==> src/rtl/core/oaid_pkg.sv <==
// Shared types, sizes and codes of the ordered array insert/delete block.
package oaid_pkg;

  localparam int DEPTH   = 64;
  localparam int IDX_W   = (DEPTH > 1) ? $clog2(DEPTH) : 1;
  localparam int CNT_W   = $clog2(DEPTH + 1);
  localparam int POS_W   = 7;
  localparam int CMD_W   = 3;
  localparam int WORD_W  = 32;
  localparam int COUNT_W = 7;
  localparam int CMP_W   = ((CNT_W > POS_W) ? CNT_W : POS_W) + 1;
  localparam int GROUP   = 8;
  localparam int NGROUPS = (DEPTH + GROUP - 1) / GROUP;

  typedef enum logic [CMD_W-1:0] {
    CMD_INS_FRONT = 3'd0,
    CMD_INS_POS   = 3'd1,
    CMD_INS_END   = 3'd2,
    CMD_DEL_FRONT = 3'd3,
    CMD_DEL_END   = 3'd4,
    CMD_DEL_POS   = 3'd5
  } cmd_e;

  typedef enum logic [1:0] {
    ST_OK    = 2'd0,
    ST_FULL  = 2'd1,
    ST_EMPTY = 2'd2,
    ST_RANGE = 2'd3
  } status_e;

  typedef enum logic [1:0] {
    OP_HOLD = 2'd0,
    OP_INS  = 2'd1,
    OP_DEL  = 2'd2
  } op_e;

  // Broadcast to every cell in the row.
  typedef struct packed {
    op_e                op;
    logic [IDX_W-1:0]   idx;
    logic [WORD_W-1:0]  value;
  } cell_ctl_t;

endpackage

==> src/rtl/core/oaid_cell.sv <==
// One slot of the list: holds a word and shifts, loads or holds each cycle.
module oaid_cell (
  input  logic                              clk_i,
  input  logic [oaid_pkg::IDX_W-1:0]        cell_idx_i,
  input  oaid_pkg::cell_ctl_t               ctl_i,
  input  logic [oaid_pkg::WORD_W-1:0]       left_i,
  input  logic [oaid_pkg::WORD_W-1:0]       right_i,
  output logic [oaid_pkg::WORD_W-1:0]       entry_o,
  output logic [oaid_pkg::WORD_W-1:0]       sel_word_o
);

  logic [oaid_pkg::WORD_W-1:0] entry_q, entry_d;
  logic                        hit, above;

  assign hit   = (cell_idx_i == ctl_i.idx);
  assign above = (cell_idx_i > ctl_i.idx);

  always_comb begin
    entry_d = entry_q;
    case (ctl_i.op)
      oaid_pkg::OP_INS: begin
        if (hit) begin
          entry_d = ctl_i.value;
        end else if (above) begin
          entry_d = left_i;
        end
      end
      oaid_pkg::OP_DEL: begin
        if (hit || above) begin
          entry_d = right_i;
        end
      end
      default: entry_d = entry_q;
    endcase
  end

  always_ff @(posedge clk_i) begin
    entry_q <= entry_d;
  end

  assign entry_o = entry_q;
  // The word leaving the list on a delete; zero from every other cell.
  assign sel_word_o = (ctl_i.op == oaid_pkg::OP_DEL && hit) ? entry_q : '0;

endmodule

==> config.mk <==
export PLATFORM = sky130hd
export DESIGN_NAME = oaid_cell
export DESIGN_NICKNAME = d
export VERILOG_FILES = /design/src/rtl/core/oaid_pkg.sv /design/src/rtl/core/oaid_cell.sv
export SDC_FILE = /design/constraint.sdc
export NUM_CORES = 1
export LEC_CHECK = 0
export BUFFER_PORTS_ARGS = -buffer_cell sky130_fd_sc_hd__buf_4
export CAP_MARGIN = 20
export CORE_MARGIN = 2
export CORE_UTILIZATION = 40
export DETAILED_ROUTE_END_ITERATION = 12
export PLACE_DENSITY = 0.81
export SLEW_MARGIN = 20
export SYNTH_ARGS = -nofsm -noshare
export SYNTH_HDL_FRONTEND = slang
export SYNTH_SLANG_ARGS = --single-unit
export TNS_END_PERCENT = 20
==> constraint.sdc <==
create_clock -name clk_i -period 4.7 [get_ports clk_i]
set_clock_uncertainty 0.15 [all_clocks]
set_input_delay 0.94 -clock clk_i [delete_from_list [all_inputs] [get_ports clk_i]]
set_output_delay 0.94 -clock clk_i [all_outputs]
set_load 0.02 [all_outputs]
==> impl_metrics.py <==
metrics = {
    "status": {
        "status": "completed",
    },
    "floorplan": {
        "start_util_pct": 42.2,
        "die_x_um": 77.9,
        "die_h_um": 77.9,
        "dieArea_um2": 6060,
        "io-pin-count": 175,
        "rows": 26,
        "core_um2": 5170,
    },
    "grt": {
        "grt_pass1_vias": 2509,
        "grt_pass1_wl_um": 12500,
        "antenna_found_initial": 0,
        "grtUsageTotal_pct": 26.0,
        "grt_max_degree": 65,
        "grt.overflow.total": 0,
    },
    "synthesis": {
        "syn_area_per_cell_um2": 8.76,
        "syn-num-nets": 366,
        "synth.cell_area_um2": 2180,
        "synth_ff_type": "edfxtp_1",
        "yosys_warnings": 0,
        "synth_cells": 249,
        "synth-edff-count": 32,
        "yosysSeqAreaShare_pct": 44.0,
        "ys_types": 23,
        "ys_seq_elements": 32,
        "async_reset_ff_share_pct": 0,
    },
    "clock_tree": {
        "clkSinkCount": 32,
        "postCtsSetupBuffers": 0,
        "cts_resized": 0,
        "cts_buffer_depth": 2,
        "cts-root-buf": "clkbuf_8",
        "cts_tree": "built",
        "cts_max_level": 2,
        "clk_pin_slew_ns": 0.06,
        "ctsHoldBuffers": 0,
        "numCtsBuffers": 5,
    },
    "sta": {
        "period_share_pct": 77.2,
        "slew_headroom_pct": 33.2,
        "report.final.slew_viol_count": 0,
        "min_period_ns": 3.63,
        "layout_setup_ws_ns": 1.07,
        "tns_ns": 0,
        "worst_pin_slew_ns": 0.997,
        "finalHoldViolations": 0,
        "fmax_mhz": 276,
        "setup_viol_count_final": 0,
        "grt_setup_unrepaired": "no",
    },
    "final_layout": {
        "layout-drive-gt1-share_pct": 46.8,
        "stdcell_count": 476,
        "ff_latch_area_um2": 961,
        "fill_cells": 444,
        "nNetsFinal": 523,
        "diodes": 0,
        "syn_to_final_growth_pct": 64.0,
        "multi_input_area_um2": 1070,
        "largest_register_ffs": 32,
    },
    "min_path": {
        "hold_start": "right_i[0]",
        "min_path_type": "in2reg",
    },
    "setup_path": {
        "worstPathMaxFanout": 34,
        "cp-start-kind": "input port",
        "cp.arrival_ns": 2.54,
        "cp.required_ns": 3.61,
        "cp-end-kind": "output port",
        "path_class": "in2out",
        "crit_start": "cell_idx_i[0]",
    },
    "drt": {
        "wire_per_inst_um": 17.2,
        "drcViolationCount": 0,
        "vias_per_cell": 5.58,
        "routed_wl_um": 8190,
        "ant_nets": 0,
        "drtPass1Iterations": 4,
        "vias": 2654,
        "drt_iter0_drc": 233,
    },
    "placement": {
        "portBuffers": 174,
        "place_inst": 469,
        "place_ws_ns": 1.10,
        "hpwl_um": 5890,
        "gp_congestion": 0.861,
    },
    "power_and_ir_drop": {
        "ir_drop_uv": 124,
        "power_density_nw_per_um2": 243,
        "p_leak_nw": 1.70,
        "power.total_mw": 0.870,
    },
    "run": {
        "max-cap-violations": 0,
    },
}
final cells by class:
class	count	share of cell area, %
clock buffer	5	1.92
clock inverter	2	0.210
inverter	6	0.629
multi-input combinational	180	30.0
sequential	32	26.8
tap	70	2.45
timing repair buffer	181	38.0
critical path: stages:
cell,delay [ns]
buf_4,0.08
inv_1,0.03
ha_1,0.27
buf_4,0.34
nand2_1,0.14
nor2_2,0.10
buf_4,0.27
and3_1,0.21
buf_4,0.15
placed cells by master (no fill, tap or decap), types with 2 or more instances in the layout:
| cell type | n |
|---|---|
| nand3_1 | 2 |
| and3_1 | 32 |
| o21ai_0 | 33 |
| nand4_1 | 33 |
| nor2_1 | 32 |
| inv_1 | 6 |
| a31oi_1 | 32 |
| clkinv_1 | 2 |
| edfxtp_1 | 32 |
| ha_1 | 6 |
| clkbuf_8 | 5 |
| buf_4 | 181 |
metrics by stage:
| stage | utilization [%] | hold WS [ns] | instance area, um^2 |
|---|---|---|---|
| finish | 69.2 | 0.867 | 3580 |
| global route | 69.2 | 0.873 | 3580 |
| global placement | 67.6 | 1.14 | 3500 |
| detailed placement | 67.6 | 1.15 | 3500 |
| CTS | 69.1 | 0.864 | 3570 |
| floorplan | - | 1.04 | 2180 |
synth_stat cells, types with 2 or more instances:
cell type	n	area (um^2)
ha_1	6	75.1
nand4_1	33	206
buf_6	2	22.5
nor2_1	32	120
o21ai_0	33	165
nor2b_1	2	12.5
clkbuf_2	3	15.0
a31oi_1	32	200
clkbuf_1	15	56.3
and3_1	32	200
inv_1	6	22.5
nand3_1	2	10.0
edfxtp_1	32	961
buf_4	2	15.0
buf_2	9	45.0
cell families (layout without fill, tap and decap cells):
| kind of cell | after synthesis | count (layout) | share of synthesized area (%) |
|---|---|---|---|
| XOR/XNOR | 1 | 1 | 0.401 |
| AO/OA/AOI/OAI | 68 | 68 | 17.7 |
| adder cells (fa/ha/maj) | 6 | 6 | 3.44 |
| AND/OR/NAND/NOR | 105 | 105 | 26.3 |
| flip-flops | 32 | 32 | 44.0 |
| buffers and inverters | 37 | 194 | 8.08 |
final timing paths:
| path | endpoint | slack (ns) | cells after the start |
|---|---|---|---|
| setup / recovery | sel_word_o[29] | 1.07 | 9 |
| hold / removal | entry_o[0] | 0.87 | 3 |
per-layer routing:
metal  share of wire, %  wire, um  up-vias  track usage, %
met5                  0         0        -               0
met4                2.3       189        0            10.2
met3                7.5       613       16            4.77
met2                 52      4260      140            46.0
met1                 38      3120     1232            31.1
li1                   -         -     1266               -
where the power goes:
group          total, mW  leakage [nW]  switching, mW  internal [mW]
Sequential         0.387         0.303         0.0225          0.365
Clock              0.191        0.0391         0.0933         0.0975
Combinational      0.292          1.36          0.158          0.134
Total              0.870          1.70          0.274          0.596
Power figures use the tool's default switching activity.
